### config.mk
export PLATFORM = sky130hd
export DESIGN_NAME = segment_lcd_dashboard_formatter_flat
export DESIGN_NICKNAME = d
export VERILOG_FILES = /design/src/rtl/sldf_pkg.sv /design/src/rtl/sldf_if.sv /design/src/rtl/sldf_intake.sv /design/src/rtl/sldf_digit_stage.sv /design/src/rtl/sldf_frame_build.sv /design/src/rtl/sldf_emit.sv /design/src/rtl/segment_lcd_dashboard_formatter.sv /design/src/flat_wrapper.sv
export SDC_FILE = /design/constraint.sdc
export NUM_CORES = 2
export LEC_CHECK = 0
export BUFFER_PORTS_ARGS = -buffer_cell sky130_fd_sc_hd__buf_4
export CORE_MARGIN = 4
export CORE_UTILIZATION = 25
export DETAILED_ROUTE_END_ITERATION = 7
export PLACE_DENSITY = 0.45
export SYNTH_ARGS = -nofsm -noshare
export SYNTH_HDL_FRONTEND = slang
export SYNTH_SLANG_ARGS = --single-unit
export TNS_END_PERCENT = 5
### constraint.sdc
create_clock -name clk_i -period 10.3 [get_ports clk_i]
set_clock_uncertainty 0.2 [all_clocks]
set_input_delay 1.03 -clock clk_i [delete_from_list [all_inputs] [get_ports clk_i]]
set_output_delay 1.03 -clock clk_i [all_outputs]
set_load 0.05 [all_outputs]
### src/rtl/sldf_pkg.sv
package sldf_pkg;

  localparam int FrameBytes = 18;
  localparam int NumLanes   = 9;
  localparam int NumDigits  = 5;

  localparam logic [4:0] LastIndex = 5'(FrameBytes - 1);

  // digit lanes
  localparam int LaneMile  = 0;
  localparam int LaneVolt  = 1;
  localparam int LaneFile  = 2;
  localparam int LaneFreq  = 3;
  localparam int LaneMin   = 4;
  localparam int LaneSec   = 5;
  localparam int LaneVol   = 6;
  localparam int LaneChan  = 7;
  localparam int LaneSpeed = 8;

  // flag bit positions
  localparam int FlagLeft       = 0;
  localparam int FlagRight      = 1;
  localparam int FlagLight      = 2;
  localparam int FlagShowVol    = 3;
  localparam int FlagShowNum    = 4;
  localparam int FlagPaused     = 5;
  localparam int FlagPlayFlash  = 6;
  localparam int FlagMute       = 7;
  localparam int FlagMileFlash  = 8;
  localparam int FlagSpeedFlash = 9;

  // fixed glyphs
  localparam logic [7:0] GlyphP    = 8'hCE;
  localparam logic [7:0] GlyphA    = 8'hEE;
  localparam logic [7:0] GlyphU    = 8'h7A;
  localparam logic [7:0] GlyphS    = 8'hBC;
  localparam logic [7:0] GlyphC    = 8'h9A;
  localparam logic [7:0] GlyphH    = 8'h6E;
  localparam logic [7:0] GlyphF    = 8'h8E;
  localparam logic [7:0] GlyphO    = 8'hFA;
  localparam logic [7:0] MarkBit   = 8'h08;
  localparam logic [7:0] DotBit    = 8'h01;
  localparam logic [7:0] KeepDot   = 8'h01;

  typedef enum logic [1:0] {
    MediaUsb = 2'd0,
    MediaSd  = 2'd1,
    MediaFm  = 2'd2,
    MediaOff = 2'd3
  } media_e;

  typedef struct packed {
    logic [9:0] flags;
    logic [3:0] battery_level;
    media_e     media;
  } meta_t;

  typedef struct packed {
    meta_t                                  meta;
    logic [NumLanes-1:0][16:0]              val;
    logic [NumLanes-1:0][NumDigits-1:0][3:0] dig;
  } work_t;

  typedef logic [FrameBytes-1:0][7:0] frame_t;

  function automatic logic [16:0] div10(input logic [16:0] x);
    logic [32:0] p;
    p = 33'(x) * 33'd52429;
    return {3'b000, p[32:19]};
  endfunction

  function automatic logic [3:0] rem10(input logic [16:0] x, input logic [16:0] q);
    logic [16:0] m10;
    logic [16:0] d;
    m10 = {q[13:0], 3'b000} + {q[15:0], 1'b0};
    d = x - m10;
    return d[3:0];
  endfunction

  function automatic logic [7:0] div60(input logic [12:0] s);
    logic [27:0] p;
    p = 28'(s) * 28'd17477;
    return p[27:20];
  endfunction

  function automatic logic [5:0] rem60(input logic [12:0] s, input logic [7:0] q);
    logic [13:0] m60;
    logic [13:0] d;
    m60 = {q, 6'b000000} - {4'b0000, q, 2'b00};
    d = {1'b0, s} - m60;
    return d[5:0];
  endfunction

  function automatic logic [7:0] media_font(input logic [3:0] d);
    logic [7:0] g;
    unique case (d)
      4'd0: g = 8'hFA;
      4'd1: g = 8'h60;
      4'd2: g = 8'hD6;
      4'd3: g = 8'hF4;
      4'd4: g = 8'h6C;
      4'd5: g = 8'hBC;
      4'd6: g = 8'hBE;
      4'd7: g = 8'hE0;
      4'd8: g = 8'hFE;
      4'd9: g = 8'hFC;
      default: g = 8'h00;
    endcase
    return g;
  endfunction

  function automatic logic [7:0] main_font(input logic [3:0] d);
    logic [7:0] g;
    unique case (d)
      4'd0: g = 8'hF5;
      4'd1: g = 8'h60;
      4'd2: g = 8'hD3;
      4'd3: g = 8'hF2;
      4'd4: g = 8'h66;
      4'd5: g = 8'hB6;
      4'd6: g = 8'hB7;
      4'd7: g = 8'hE0;
      4'd8: g = 8'hF7;
      4'd9: g = 8'hF6;
      default: g = 8'h00;
    endcase
    return g;
  endfunction

endpackage

### src/rtl/sldf_if.sv
interface sldf_snap_if;
  logic        valid;
  logic        ready;
  logic [9:0]  flags;
  logic [3:0]  battery_level;
  logic [9:0]  voltage;
  logic [1:0]  media;
  logic [6:0]  volume_level;
  logic [13:0] file_number;
  logic [12:0] play_seconds;
  logic [6:0]  fm_channel;
  logic [13:0] fm_freq;
  logic [16:0] mileage;
  logic [6:0]  speed;

  modport source (
    output valid, flags, battery_level, voltage, media, volume_level, file_number,
           play_seconds, fm_channel, fm_freq, mileage, speed,
    input  ready
  );
  modport sink (
    input  valid, flags, battery_level, voltage, media, volume_level, file_number,
           play_seconds, fm_channel, fm_freq, mileage, speed,
    output ready
  );
endinterface

interface sldf_byte_if;
  logic       valid;
  logic       ready;
  logic [4:0] byte_index;
  logic [7:0] segment_byte;
  logic       last_byte;

  modport source (
    output valid, byte_index, segment_byte, last_byte,
    input  ready
  );
  modport sink (
    input  valid, byte_index, segment_byte, last_byte,
    output ready
  );
endinterface

### src/rtl/sldf_intake.sv
module sldf_intake (
  input  logic               clk_i,
  input  logic               rst_ni,
  sldf_snap_if.sink          snap_i,
  output logic               valid_o,
  input  logic               ready_i,
  output sldf_pkg::work_t    work_o
);

  logic            valid_q;
  logic            load;
  logic [7:0]      mins;
  logic [5:0]      secs_rem;
  logic [6:0]      spd_sat;
  sldf_pkg::work_t work_d;
  sldf_pkg::work_t work_q;

  assign snap_i.ready = !valid_q || ready_i;
  assign load         = snap_i.valid && snap_i.ready;

  always_comb begin
    mins     = sldf_pkg::div60(snap_i.play_seconds);
    secs_rem = sldf_pkg::rem60(snap_i.play_seconds, mins);
    spd_sat  = (snap_i.speed > 7'd99) ? 7'd99 : snap_i.speed;

    work_d                    = '0;
    work_d.meta.flags         = snap_i.flags;
    work_d.meta.battery_level = snap_i.battery_level;
    work_d.meta.media         = sldf_pkg::media_e'(snap_i.media);
    work_d.val[sldf_pkg::LaneMile]  = snap_i.mileage;
    work_d.val[sldf_pkg::LaneVolt]  = 17'(snap_i.voltage);
    work_d.val[sldf_pkg::LaneFile]  = 17'(snap_i.file_number);
    work_d.val[sldf_pkg::LaneFreq]  = 17'(snap_i.fm_freq);
    work_d.val[sldf_pkg::LaneMin]   = 17'(mins);
    work_d.val[sldf_pkg::LaneSec]   = 17'(secs_rem);
    work_d.val[sldf_pkg::LaneVol]   = 17'(snap_i.volume_level);
    work_d.val[sldf_pkg::LaneChan]  = 17'(snap_i.fm_channel);
    work_d.val[sldf_pkg::LaneSpeed] = 17'(spd_sat);
  end

  always_ff @(posedge clk_i or negedge rst_ni) begin
    if (!rst_ni) begin
      valid_q <= 1'b0;
    end else if (load) begin
      valid_q <= 1'b1;
    end else if (ready_i) begin
      valid_q <= 1'b0;
    end
  end

  always_ff @(posedge clk_i) begin
    if (load) begin
      work_q <= work_d;
    end
  end

  assign valid_o = valid_q;
  assign work_o  = work_q;

endmodule

### src/rtl/sldf_digit_stage.sv
module sldf_digit_stage (
  input  logic            clk_i,
  input  logic            rst_ni,
  input  logic            valid_i,
  output logic            ready_o,
  input  sldf_pkg::work_t work_i,
  output logic            valid_o,
  input  logic            ready_i,
  output sldf_pkg::work_t work_o
);

  logic            valid_q;
  logic            load;
  logic [16:0]     quot;
  sldf_pkg::work_t work_d;
  sldf_pkg::work_t work_q;

  assign ready_o = !valid_q || ready_i;
  assign load    = valid_i && ready_o;

  // one decimal digit off every lane, newest digit enters at the top
  always_comb begin
    work_d      = work_i;
    quot        = '0;
    for (int l = 0; l < sldf_pkg::NumLanes; l++) begin
      quot          = sldf_pkg::div10(work_i.val[l]);
      work_d.val[l] = quot;
      work_d.dig[l] = {sldf_pkg::rem10(work_i.val[l], quot),
                       work_i.dig[l][sldf_pkg::NumDigits-1:1]};
    end
  end

  always_ff @(posedge clk_i or negedge rst_ni) begin
    if (!rst_ni) begin
      valid_q <= 1'b0;
    end else if (load) begin
      valid_q <= 1'b1;
    end else if (ready_i) begin
      valid_q <= 1'b0;
    end
  end

  always_ff @(posedge clk_i) begin
    if (load) begin
      work_q <= work_d;
    end
  end

  assign valid_o = valid_q;
  assign work_o  = work_q;

endmodule

### src/rtl/sldf_frame_build.sv
module sldf_frame_build #(
  parameter int BLINK_PERIOD = 10
) (
  input  logic             clk_i,
  input  logic             rst_ni,
  input  logic             advance_i,
  input  sldf_pkg::work_t  work_i,
  output sldf_pkg::frame_t frame_o
);

  localparam logic [3:0] PhaseLast = 4'(BLINK_PERIOD - 1);
  localparam logic [3:0] BlinkOn   = 4'(BLINK_PERIOD / 2);

  logic [3:0]       blink_q, blink_d;
  logic [3:0]       left_q, left_d;
  logic [3:0]       right_q, right_d;
  logic             blank;
  logic [9:0]       fl;
  sldf_pkg::frame_t b;

  function automatic logic [3:0] step_phase(input logic [3:0] p);
    return (p == PhaseLast) ? 4'd0 : p + 4'd1;
  endfunction

  always_comb begin
    fl      = work_i.meta.flags;
    blink_d = step_phase(blink_q);
    blank   = blink_d < BlinkOn;
    b       = '0;

    // turn indicators and light
    left_d = fl[sldf_pkg::FlagLeft] ? step_phase(left_q) : 4'd0;
    if (fl[sldf_pkg::FlagLeft] && (left_d < BlinkOn)) begin
      b[14] = b[14] | sldf_pkg::MarkBit;
    end
    right_d = fl[sldf_pkg::FlagRight] ? step_phase(right_q) : 4'd0;
    if (fl[sldf_pkg::FlagRight] && (right_d < BlinkOn)) begin
      b[15] = b[15] | sldf_pkg::MarkBit;
    end
    if (fl[sldf_pkg::FlagLight]) begin
      b[13] = b[13] | sldf_pkg::MarkBit;
    end

    // battery bar
    b[15] = b[15] | 8'h80;
    b[8]  = b[8] | 8'h10;
    unique case (work_i.meta.battery_level)
      4'd0: begin
        if (blank) begin
          b[8] = b[8] & 8'hEF;
        end
      end
      4'd1: b[8] = b[8] | 8'h30;
      4'd2: b[8] = b[8] | 8'h70;
      4'd3: b[8] = b[8] | 8'hF0;
      4'd4: b[8] = b[8] | 8'hF8;
      4'd5: b[8] = b[8] | 8'hFC;
      4'd6: b[8] = b[8] | 8'hFE;
      4'd7: b[8] = b[8] | 8'hFF;
      4'd8: begin
        b[8]  = b[8] | 8'hFF;
        b[15] = b[15] | 8'h10;
      end
      default: begin
        b[8]  = b[8] | 8'hFF;
        b[15] = b[15] | 8'h30;
      end
    endcase

    // voltage
    b[7] = b[7] | sldf_pkg::main_font(work_i.dig[sldf_pkg::LaneVolt][2]);
    b[6] = b[6] | sldf_pkg::main_font(work_i.dig[sldf_pkg::LaneVolt][1]);
    b[4] = b[4] | (sldf_pkg::main_font(work_i.dig[sldf_pkg::LaneVolt][0]) & 8'hF0);
    b[3] = b[3] | (sldf_pkg::main_font(work_i.dig[sldf_pkg::LaneVolt][0]) & 8'h0F);
    b[7] = b[7] | sldf_pkg::MarkBit;
    b[3] = b[3] | sldf_pkg::MarkBit;

    // media area
    if (work_i.meta.media != sldf_pkg::MediaOff) begin
      b[15] = b[15] | 8'h04;
    end
    if (work_i.meta.media == sldf_pkg::MediaUsb) begin
      b[15] = b[15] | 8'h01;
    end else if (work_i.meta.media == sldf_pkg::MediaFm) begin
      b[1] = b[1] | sldf_pkg::MarkBit;
    end

    if (fl[sldf_pkg::FlagShowVol]) begin
      b[11] = b[11] | sldf_pkg::GlyphU;
      b[17] = b[17] | sldf_pkg::media_font(work_i.dig[sldf_pkg::LaneVol][1]);
      b[16] = b[16] | sldf_pkg::media_font(work_i.dig[sldf_pkg::LaneVol][0]);
    end else begin
      unique case (work_i.meta.media)
        sldf_pkg::MediaUsb: begin
          if (fl[sldf_pkg::FlagShowNum]) begin
            b[12] = b[12] | sldf_pkg::media_font(work_i.dig[sldf_pkg::LaneFile][3]);
            b[11] = b[11] | sldf_pkg::media_font(work_i.dig[sldf_pkg::LaneFile][2]);
            b[17] = b[17] | sldf_pkg::media_font(work_i.dig[sldf_pkg::LaneFile][1]);
            b[16] = b[16] | sldf_pkg::media_font(work_i.dig[sldf_pkg::LaneFile][0]);
          end else begin
            b[12] = b[12] | sldf_pkg::media_font(work_i.dig[sldf_pkg::LaneMin][1]);
            b[11] = b[11] | sldf_pkg::media_font(work_i.dig[sldf_pkg::LaneMin][0]);
            b[17] = b[17] | sldf_pkg::media_font(work_i.dig[sldf_pkg::LaneSec][1]);
            b[16] = b[16] | sldf_pkg::media_font(work_i.dig[sldf_pkg::LaneSec][0]);
            b[17] = b[17] | sldf_pkg::DotBit;
          end
          if (fl[sldf_pkg::FlagPaused]) begin
            b[12] = sldf_pkg::GlyphP;
            b[11] = sldf_pkg::GlyphA;
            b[17] = sldf_pkg::GlyphU;
            b[16] = sldf_pkg::GlyphS;
          end
        end
        sldf_pkg::MediaFm: begin
          if (fl[sldf_pkg::FlagShowNum]) begin
            b[12] = b[12] | sldf_pkg::GlyphC;
            b[11] = b[11] | sldf_pkg::GlyphH;
            b[17] = b[17] | sldf_pkg::media_font(work_i.dig[sldf_pkg::LaneChan][1]);
            b[16] = b[16] | sldf_pkg::media_font(work_i.dig[sldf_pkg::LaneChan][0]);
          end else begin
            b[16] = b[16] | sldf_pkg::DotBit;
            b[12] = b[12] | sldf_pkg::media_font(work_i.dig[sldf_pkg::LaneFreq][3]);
            b[11] = b[11] | sldf_pkg::media_font(work_i.dig[sldf_pkg::LaneFreq][2]);
            b[17] = b[17] | sldf_pkg::media_font(work_i.dig[sldf_pkg::LaneFreq][1]);
            b[16] = b[16] | sldf_pkg::media_font(work_i.dig[sldf_pkg::LaneFreq][0]);
          end
        end
        sldf_pkg::MediaOff: begin
          b[11] = b[11] | sldf_pkg::GlyphO;
          b[17] = b[17] | sldf_pkg::GlyphF;
          b[16] = b[16] | sldf_pkg::GlyphF;
        end
        default: begin
        end
      endcase
    end
    if ((fl[sldf_pkg::FlagPlayFlash] || fl[sldf_pkg::FlagMute]) && blank) begin
      b[12] = b[12] & sldf_pkg::KeepDot;
      b[11] = b[11] & sldf_pkg::KeepDot;
      b[17] = 8'h00;
      b[16] = b[16] & sldf_pkg::KeepDot;
    end

    // mileage
    b[2] = b[2] | sldf_pkg::MarkBit;
    b[5] = b[5] | (sldf_pkg::main_font(work_i.dig[sldf_pkg::LaneMile][4]) & 8'hF0);
    b[4] = b[4] | (sldf_pkg::main_font(work_i.dig[sldf_pkg::LaneMile][4]) & 8'h0F);
    b[0] = b[0] | (sldf_pkg::main_font(work_i.dig[sldf_pkg::LaneMile][3]) & 8'hF0);
    b[5] = b[5] | (sldf_pkg::main_font(work_i.dig[sldf_pkg::LaneMile][3]) & 8'h0F);
    b[1] = b[1] | (sldf_pkg::main_font(work_i.dig[sldf_pkg::LaneMile][2]) & 8'hF0);
    b[0] = b[0] | (sldf_pkg::main_font(work_i.dig[sldf_pkg::LaneMile][2]) & 8'h0F);
    b[2] = b[2] | (sldf_pkg::main_font(work_i.dig[sldf_pkg::LaneMile][1]) & 8'hF0);
    b[1] = b[1] | (sldf_pkg::main_font(work_i.dig[sldf_pkg::LaneMile][1]) & 8'h0F);
    b[3] = b[3] | (sldf_pkg::main_font(work_i.dig[sldf_pkg::LaneMile][0]) & 8'hF0);
    b[2] = b[2] | (sldf_pkg::main_font(work_i.dig[sldf_pkg::LaneMile][0]) & 8'h0F);
    if (fl[sldf_pkg::FlagMileFlash] && blank) begin
      b[4] = b[4] & sldf_pkg::KeepDot;
      b[5] = b[5] & sldf_pkg::KeepDot;
      b[0] = b[0] & sldf_pkg::KeepDot;
      b[1] = b[1] & sldf_pkg::KeepDot;
      b[2] = b[2] & sldf_pkg::KeepDot;
    end

    // speed
    b[0]  = b[0] | sldf_pkg::MarkBit;
    b[14] = b[14] | sldf_pkg::main_font(work_i.dig[sldf_pkg::LaneSpeed][1]);
    b[13] = b[13] | sldf_pkg::main_font(work_i.dig[sldf_pkg::LaneSpeed][0]);
    if (fl[sldf_pkg::FlagSpeedFlash] && blank) begin
      b[14] = b[14] & sldf_pkg::KeepDot;
      b[13] = b[13] & sldf_pkg::KeepDot;
    end
  end

  always_ff @(posedge clk_i or negedge rst_ni) begin
    if (!rst_ni) begin
      blink_q <= 4'd0;
      left_q  <= 4'd0;
      right_q <= 4'd0;
    end else if (advance_i) begin
      blink_q <= blink_d;
      left_q  <= left_d;
      right_q <= right_d;
    end
  end

  assign frame_o = b;

endmodule

### src/rtl/sldf_emit.sv
module sldf_emit (
  input  logic             clk_i,
  input  logic             rst_ni,
  input  logic             valid_i,
  output logic             ready_o,
  input  sldf_pkg::frame_t frame_i,
  sldf_byte_if.source      byte_o
);

  logic             valid_q, valid_d;
  logic [4:0]       cnt_q, cnt_d;
  logic             last;
  logic             load;
  sldf_pkg::frame_t frame_q;

  assign last    = cnt_q == sldf_pkg::LastIndex;
  assign ready_o = !valid_q || (byte_o.ready && last);
  assign load    = valid_i && ready_o;

  always_comb begin
    valid_d = valid_q;
    cnt_d   = cnt_q;
    if (valid_q && byte_o.ready) begin
      if (last) begin
        valid_d = 1'b0;
      end else begin
        cnt_d = cnt_q + 5'd1;
      end
    end
    if (load) begin
      valid_d = 1'b1;
      cnt_d   = 5'd0;
    end
  end

  always_ff @(posedge clk_i or negedge rst_ni) begin
    if (!rst_ni) begin
      valid_q <= 1'b0;
      cnt_q   <= 5'd0;
    end else begin
      valid_q <= valid_d;
      cnt_q   <= cnt_d;
    end
  end

  always_ff @(posedge clk_i) begin
    if (load) begin
      frame_q <= frame_i;
    end
  end

  assign byte_o.valid        = valid_q;
  assign byte_o.byte_index   = cnt_q;
  assign byte_o.segment_byte = frame_q[cnt_q];
  assign byte_o.last_byte    = last;

endmodule

### src/rtl/segment_lcd_dashboard_formatter.sv
// segment lcd dashboard formatter
// snap_i takes one dashboard status snapshot per request (valid/ready); byte_o
// returns its 18-byte display frame, one byte per request, byte_index 0 to 17
// in ascending order with last_byte set on byte 17.
// a snapshot, once taken, passes one intake register, five digit stages that
// each peel one decimal digit off every field, then the frame register, from
// which the first byte of its frame is offered when the output is free.
// the snapshot rate is set by the single byte-wide output, one byte at a time;
// bytes of a frame leave back to back while the receiver keeps ready high.
// up to six further snapshots wait in the pipeline while a frame drains, so
// snap_i stays ready until the stages are full.
// the blink counters step once per frame, in snapshot order, as it enters the
// frame register; BLINK_PERIOD sets their modulus.
// when the receiver stalls, the current byte holds on byte_o and the pipeline
// fills up before snap_i drops ready.
// reset clears all stage valids, the byte counter and the three blink counters
// to zero; no frame is pending afterwards.
module segment_lcd_dashboard_formatter #(
  parameter int BLINK_PERIOD = 10
) (
  input  logic         clk_i,
  input  logic         rst_ni,
  sldf_snap_if.sink    snap_i,
  sldf_byte_if.source  byte_o
);

  logic [sldf_pkg::NumDigits:0] stg_valid;
  logic [sldf_pkg::NumDigits:0] stg_ready;
  sldf_pkg::work_t              stg_work [sldf_pkg::NumDigits+1];
  sldf_pkg::frame_t             frame;
  logic                         emit_ready;

  sldf_intake u_intake (
    .clk_i   (clk_i),
    .rst_ni  (rst_ni),
    .snap_i  (snap_i),
    .valid_o (stg_valid[0]),
    .ready_i (stg_ready[0]),
    .work_o  (stg_work[0])
  );

  for (genvar k = 0; k < sldf_pkg::NumDigits; k++) begin : g_digit
    sldf_digit_stage u_stage (
      .clk_i   (clk_i),
      .rst_ni  (rst_ni),
      .valid_i (stg_valid[k]),
      .ready_o (stg_ready[k]),
      .work_i  (stg_work[k]),
      .valid_o (stg_valid[k+1]),
      .ready_i (stg_ready[k+1]),
      .work_o  (stg_work[k+1])
    );
  end

  assign stg_ready[sldf_pkg::NumDigits] = emit_ready;

  sldf_frame_build #(
    .BLINK_PERIOD (BLINK_PERIOD)
  ) u_frame_build (
    .clk_i     (clk_i),
    .rst_ni    (rst_ni),
    .advance_i (stg_valid[sldf_pkg::NumDigits] && emit_ready),
    .work_i    (stg_work[sldf_pkg::NumDigits]),
    .frame_o   (frame)
  );

  sldf_emit u_emit (
    .clk_i   (clk_i),
    .rst_ni  (rst_ni),
    .valid_i (stg_valid[sldf_pkg::NumDigits]),
    .ready_o (emit_ready),
    .frame_i (frame),
    .byte_o  (byte_o)
  );

endmodule

### src/flat_wrapper.sv
// flat-port wrapper written by rule: the top's interface ports become plain ports
module segment_lcd_dashboard_formatter_flat 
#(
  parameter int BLINK_PERIOD = 10
)
  (clk_i, rst_ni, snap_i_valid, snap_i_flags, snap_i_battery_level, snap_i_voltage, snap_i_media, snap_i_volume_level, snap_i_file_number, snap_i_play_seconds, snap_i_fm_channel, snap_i_fm_freq, snap_i_mileage, snap_i_speed, snap_i_ready, byte_o_valid, byte_o_byte_index, byte_o_segment_byte, byte_o_last_byte, byte_o_ready);
  sldf_snap_if snap_i_i ();
  sldf_byte_if byte_o_i ();
  input  logic clk_i;
  input  logic rst_ni;
  input wire logic [$bits(snap_i_i.valid)-1:0] snap_i_valid;
  input wire logic [$bits(snap_i_i.flags)-1:0] snap_i_flags;
  input wire logic [$bits(snap_i_i.battery_level)-1:0] snap_i_battery_level;
  input wire logic [$bits(snap_i_i.voltage)-1:0] snap_i_voltage;
  input wire logic [$bits(snap_i_i.media)-1:0] snap_i_media;
  input wire logic [$bits(snap_i_i.volume_level)-1:0] snap_i_volume_level;
  input wire logic [$bits(snap_i_i.file_number)-1:0] snap_i_file_number;
  input wire logic [$bits(snap_i_i.play_seconds)-1:0] snap_i_play_seconds;
  input wire logic [$bits(snap_i_i.fm_channel)-1:0] snap_i_fm_channel;
  input wire logic [$bits(snap_i_i.fm_freq)-1:0] snap_i_fm_freq;
  input wire logic [$bits(snap_i_i.mileage)-1:0] snap_i_mileage;
  input wire logic [$bits(snap_i_i.speed)-1:0] snap_i_speed;
  output wire logic [$bits(snap_i_i.ready)-1:0] snap_i_ready;
  output wire logic [$bits(byte_o_i.valid)-1:0] byte_o_valid;
  output wire logic [$bits(byte_o_i.byte_index)-1:0] byte_o_byte_index;
  output wire logic [$bits(byte_o_i.segment_byte)-1:0] byte_o_segment_byte;
  output wire logic [$bits(byte_o_i.last_byte)-1:0] byte_o_last_byte;
  input wire logic [$bits(byte_o_i.ready)-1:0] byte_o_ready;
  assign snap_i_i.valid = snap_i_valid;
  assign snap_i_i.flags = snap_i_flags;
  assign snap_i_i.battery_level = snap_i_battery_level;
  assign snap_i_i.voltage = snap_i_voltage;
  assign snap_i_i.media = snap_i_media;
  assign snap_i_i.volume_level = snap_i_volume_level;
  assign snap_i_i.file_number = snap_i_file_number;
  assign snap_i_i.play_seconds = snap_i_play_seconds;
  assign snap_i_i.fm_channel = snap_i_fm_channel;
  assign snap_i_i.fm_freq = snap_i_fm_freq;
  assign snap_i_i.mileage = snap_i_mileage;
  assign snap_i_i.speed = snap_i_speed;
  assign snap_i_ready = snap_i_i.ready;
  assign byte_o_valid = byte_o_i.valid;
  assign byte_o_byte_index = byte_o_i.byte_index;
  assign byte_o_segment_byte = byte_o_i.segment_byte;
  assign byte_o_last_byte = byte_o_i.last_byte;
  assign byte_o_i.ready = byte_o_ready;
  segment_lcd_dashboard_formatter #(.BLINK_PERIOD(BLINK_PERIOD)) u_core (.clk_i(clk_i), .rst_ni(rst_ni), .snap_i(snap_i_i), .byte_o(byte_o_i));
endmodule
==> impl_metrics.py <==
metrics = {
    "pwr": {
        "max-vdd-ir-drop_mv": 0.179,
        "cellPowerDensity_nw_per_um2": 203,
        "switchingPower_mw": 6.62,
        "p_clk_frac": 0.265,
        "p_leak_nw": 42.0,
        "comb_power_share": 0.446,
        "p_int_mw": 11.5,
        "fin_total_pwr_mw": 18.1,
        "seqPwrFrac": 0.289,
        "swShare": 0.365,
    },
    "timing": {
        "max-slew-margin-rel": 0.226,
        "final.setup.tns_ns": 0,
        "timing.final.crit_share": 0.622,
        "max_freq_mhz": 156,
        "min_period_ns": 6.40,
        "rsz0062_at_grt": "no",
        "hold_viol_final": 0,
        "worst_pin_slew_ns": 1.13,
        "drv_slew": 0,
        "finalSetupViolations": 0,
    },
    "worst_setup_path": {
        "cp_common_cell": "inv_1",
        "worstSetupStartpoint": "u_core.u_intake.work_o[234]",
        "end_kind": "flip-flop",
        "timing_worst_setup_path_type": "reg -> reg",
        "crit_fanout": 5,
        "crit-reg2reg-launch": "u_core.u_intake.work_o[234]",
        "crit_buf_inv": 6,
        "crit_path_top_delay_cell": "fa_1",
        "startpoint_type": "flip-flop",
        "cp_top_family": "adder cells",
        "crit_required_ns": 10.61,
        "slowest_delay_ns": 0.54,
        "crit_arrival_ns": 6.71,
    },
    "clock_tree": {
        "clock-sinks": 1008,
        "cts.clk_slew.worst_paths_ns": 0.06,
        "clock_latency_ns": 0.80,
        "cts_resized": 0,
        "cts_tree": "yes",
        "h-tree-depth": 4,
        "cts_root_buf": "clkbuf_16",
        "cts_max_path_buffers": 4,
        "numCtsBuffers": 140,
    },
    "detailed_routing": {
        "drc": 0,
        "first_pass_iters": 5,
        "wirelength_um": 169000,
        "drt_iter0_drc": 1848,
        "num_vias": 46315,
        "wl_per_cell_um": 15.1,
        "ant_nets": 0,
        "via_per_inst": 4.15,
    },
    "synthesis": {
        "synth_seq_cells": 1008,
        "synth_cell_types": 94,
        "synth_area_leaders": "edfxtp_1 (31%), ha_1 (26%), fa_1 (13%)",
        "synth_area_sq_um": 78600,
        "synth_fp_nets": 8939,
        "synth_cells": 6702,
        "synth_area_per_cell_sq_um": 11.7,
        "async_flop_share": 0.0238,
        "yosysWarnings": 0,
        "synth-main-ff-cell": "edfxtp_1",
        "synth_seq_area_share": 0.362,
        "synth_top_area_cell": "edfxtp_1",
        "synth_top_area_frac": 0.312,
        "synth_enable_flop_cells": 816,
    },
    "finish": {
        "area_growth_pct": 13.4,
        "nets": 9146,
        "layout_commonest_cell": "ha_1",
        "final_util": 0.285,
        "mostFrequentLayoutCells": "ha_1 (1604), inv_1 (1283), edfxtp_1 (816)",
        "final_area_sq_um": 89100,
        "final_cells": 11157,
        "drive_above_1_share": 0.0677,
    },
    "floorplan": {
        "chipHeight_um": 569,
        "core_region_area_sq_um": 312000,
        "num_rows": 205,
        "die_w_um": 569,
        "die_area_sq_um": 323000,
        "start_util": 0.252,
        "io_pins": 125,
    },
    "placement": {
        "numPortBuffers": 124,
        "dp.cells": 10906,
        "place.gp.congestion": 0.819,
        "place_hpwl_um": 134000,
        "dpl_cell_area_sq_um": 84500,
    },
    "global_routing": {
        "grt.total_usage": 0.104,
        "grt_start_max_net_pins": 94,
        "antenna_found_initial": 7,
        "grt_pass1_wl_um": 273000,
        "grt_pass1_vias": 49419,
        "overflow": 0,
    },
    "min_path": {
        "hold_start": "snap_i_file_number[7]",
        "hold_path.class": "in -> reg",
    },
    "outcome": {
        "status": "completed",
    },
    "flow_run": {
        "drv_cap": 0,
    },
}
worst register-to-register path, delay by kind of cell, from the launching register on:
family,cells,cell delay (ns)
buf+inv,6,0.34
flops,1,0.45
fa+ha+maj,8,3.08
compound gates,6,1.49
simple gates,3,0.30
xor+xnor,2,0.28
area by class of cell:
class / instances / area [sq um]
antenna: 1 / 2.50
clock buffer: 173 / 3770
clock inverter: 76 / 788
fill: 32216 / 223000
inverter: 1287 / 4840
multi-input combinational: 4325 / 44900
sequential: 1008 / 28500
tap: 4140 / 5180
timing repair buffer: 147 / 1130
cell usage after synthesis (14+ instances only):
master     number
nand3_1        92
or2_2          29
a21o_1         89
inv_1        1283
dfrtp_1        24
mux4_2         22
nor3_1         45
xor2_1         78
nand2_1       267
fa_1          524
xnor2_1       202
nand2b_1       30
nand4_1        22
o22ai_1        24
and3_1         15
nor2b_1        68
mux2_2         22
o21a_1         24
clkbuf_1       38
a211oi_1       28
a2111oi_0      14
edfxtp_1      816
nor2_1        221
a21oi_1       207
mux2i_1       154
ha_1         1604
buf_2          27
o21ai_0       226
a31oi_1        47
and2_1         58
dfxtp_1       168
or3_1          18
o21bai_1       14
metal layers:
layer | routed length [um] | track usage | vias to the layer above
met5 | 0 | 0 | -
met4 | 3140 | 0.0222 | 0
met3 | 4840 | 0.0135 | 195
met2 | 76800 | 0.170 | 444
met1 | 84000 | 0.147 | 22360
li1 | - | - | 23316
worst paths after layout:
check / endpoint / slack (ns) / cells past startpoint
setup / recovery: u_core.g_digit[0].u_stage.work_o[79] / 3.90 / 25
hold / removal: u_core.u_intake.work_o[221] / 0.20 / 1
setup reg to reg: u_core.g_digit[0].u_stage.work_o[79] / 3.90 / 25
hold reg to reg: u_core.u_emit.frame_q[112] / 0.20 / 0
max in group asynchronous: u_core.u_emit.byte_o.byte_index[0] / 9.04 / 2
min in group asynchronous: u_core.u_frame_build.left_q[2] / 0.55 / 2
per-stage QoR:
| step | hold slack (ns) | setup WS [ns] |
|---|---|---|
| finish | 0.195 | 3.90 |
| global route | 0.125 | 3.45 |
| detailed placement | 0.189 | 3.87 |
| CTS | 0.0961 | 3.86 |
| global placement | 0.191 | 3.79 |
| floorplan | 0.186 | 1.59 |
cell families after synthesis:
| family | synth area share |
|---|---|
| multiplexers | 0.0302 |
| adder cells (fa/ha/maj) | 0.389 |
| flip-flops | 0.362 |
| XOR/XNOR | 0.0318 |
| AND/OR/NAND/NOR | 0.0558 |
| AO/OA/AOI/OAI | 0.0645 |
| buffers and inverters | 0.0667 |
power by group through the flow:
stage / combinational (mW) / clock [mW] / sequential, mW
6_report: 8.09 / 4.80 / 5.24
5_1_grt: 9.47 / 5.19 / 5.27
4_1_cts: 8.32 / 5.04 / 5.24
3_5_place_dp: 8.23 / 0 / 5.33
3_3_place_gp: 8.13 / 0 / 5.32
2_1_floorplan: 6.25 / 0 / 5.27
what timing repair did:
item | CTS | global route
setup buffers | 0 | 0
hold buffers | 1 | 0
hold endpoints to repair | 24 | 0
(Power assumes the default switching activity.)
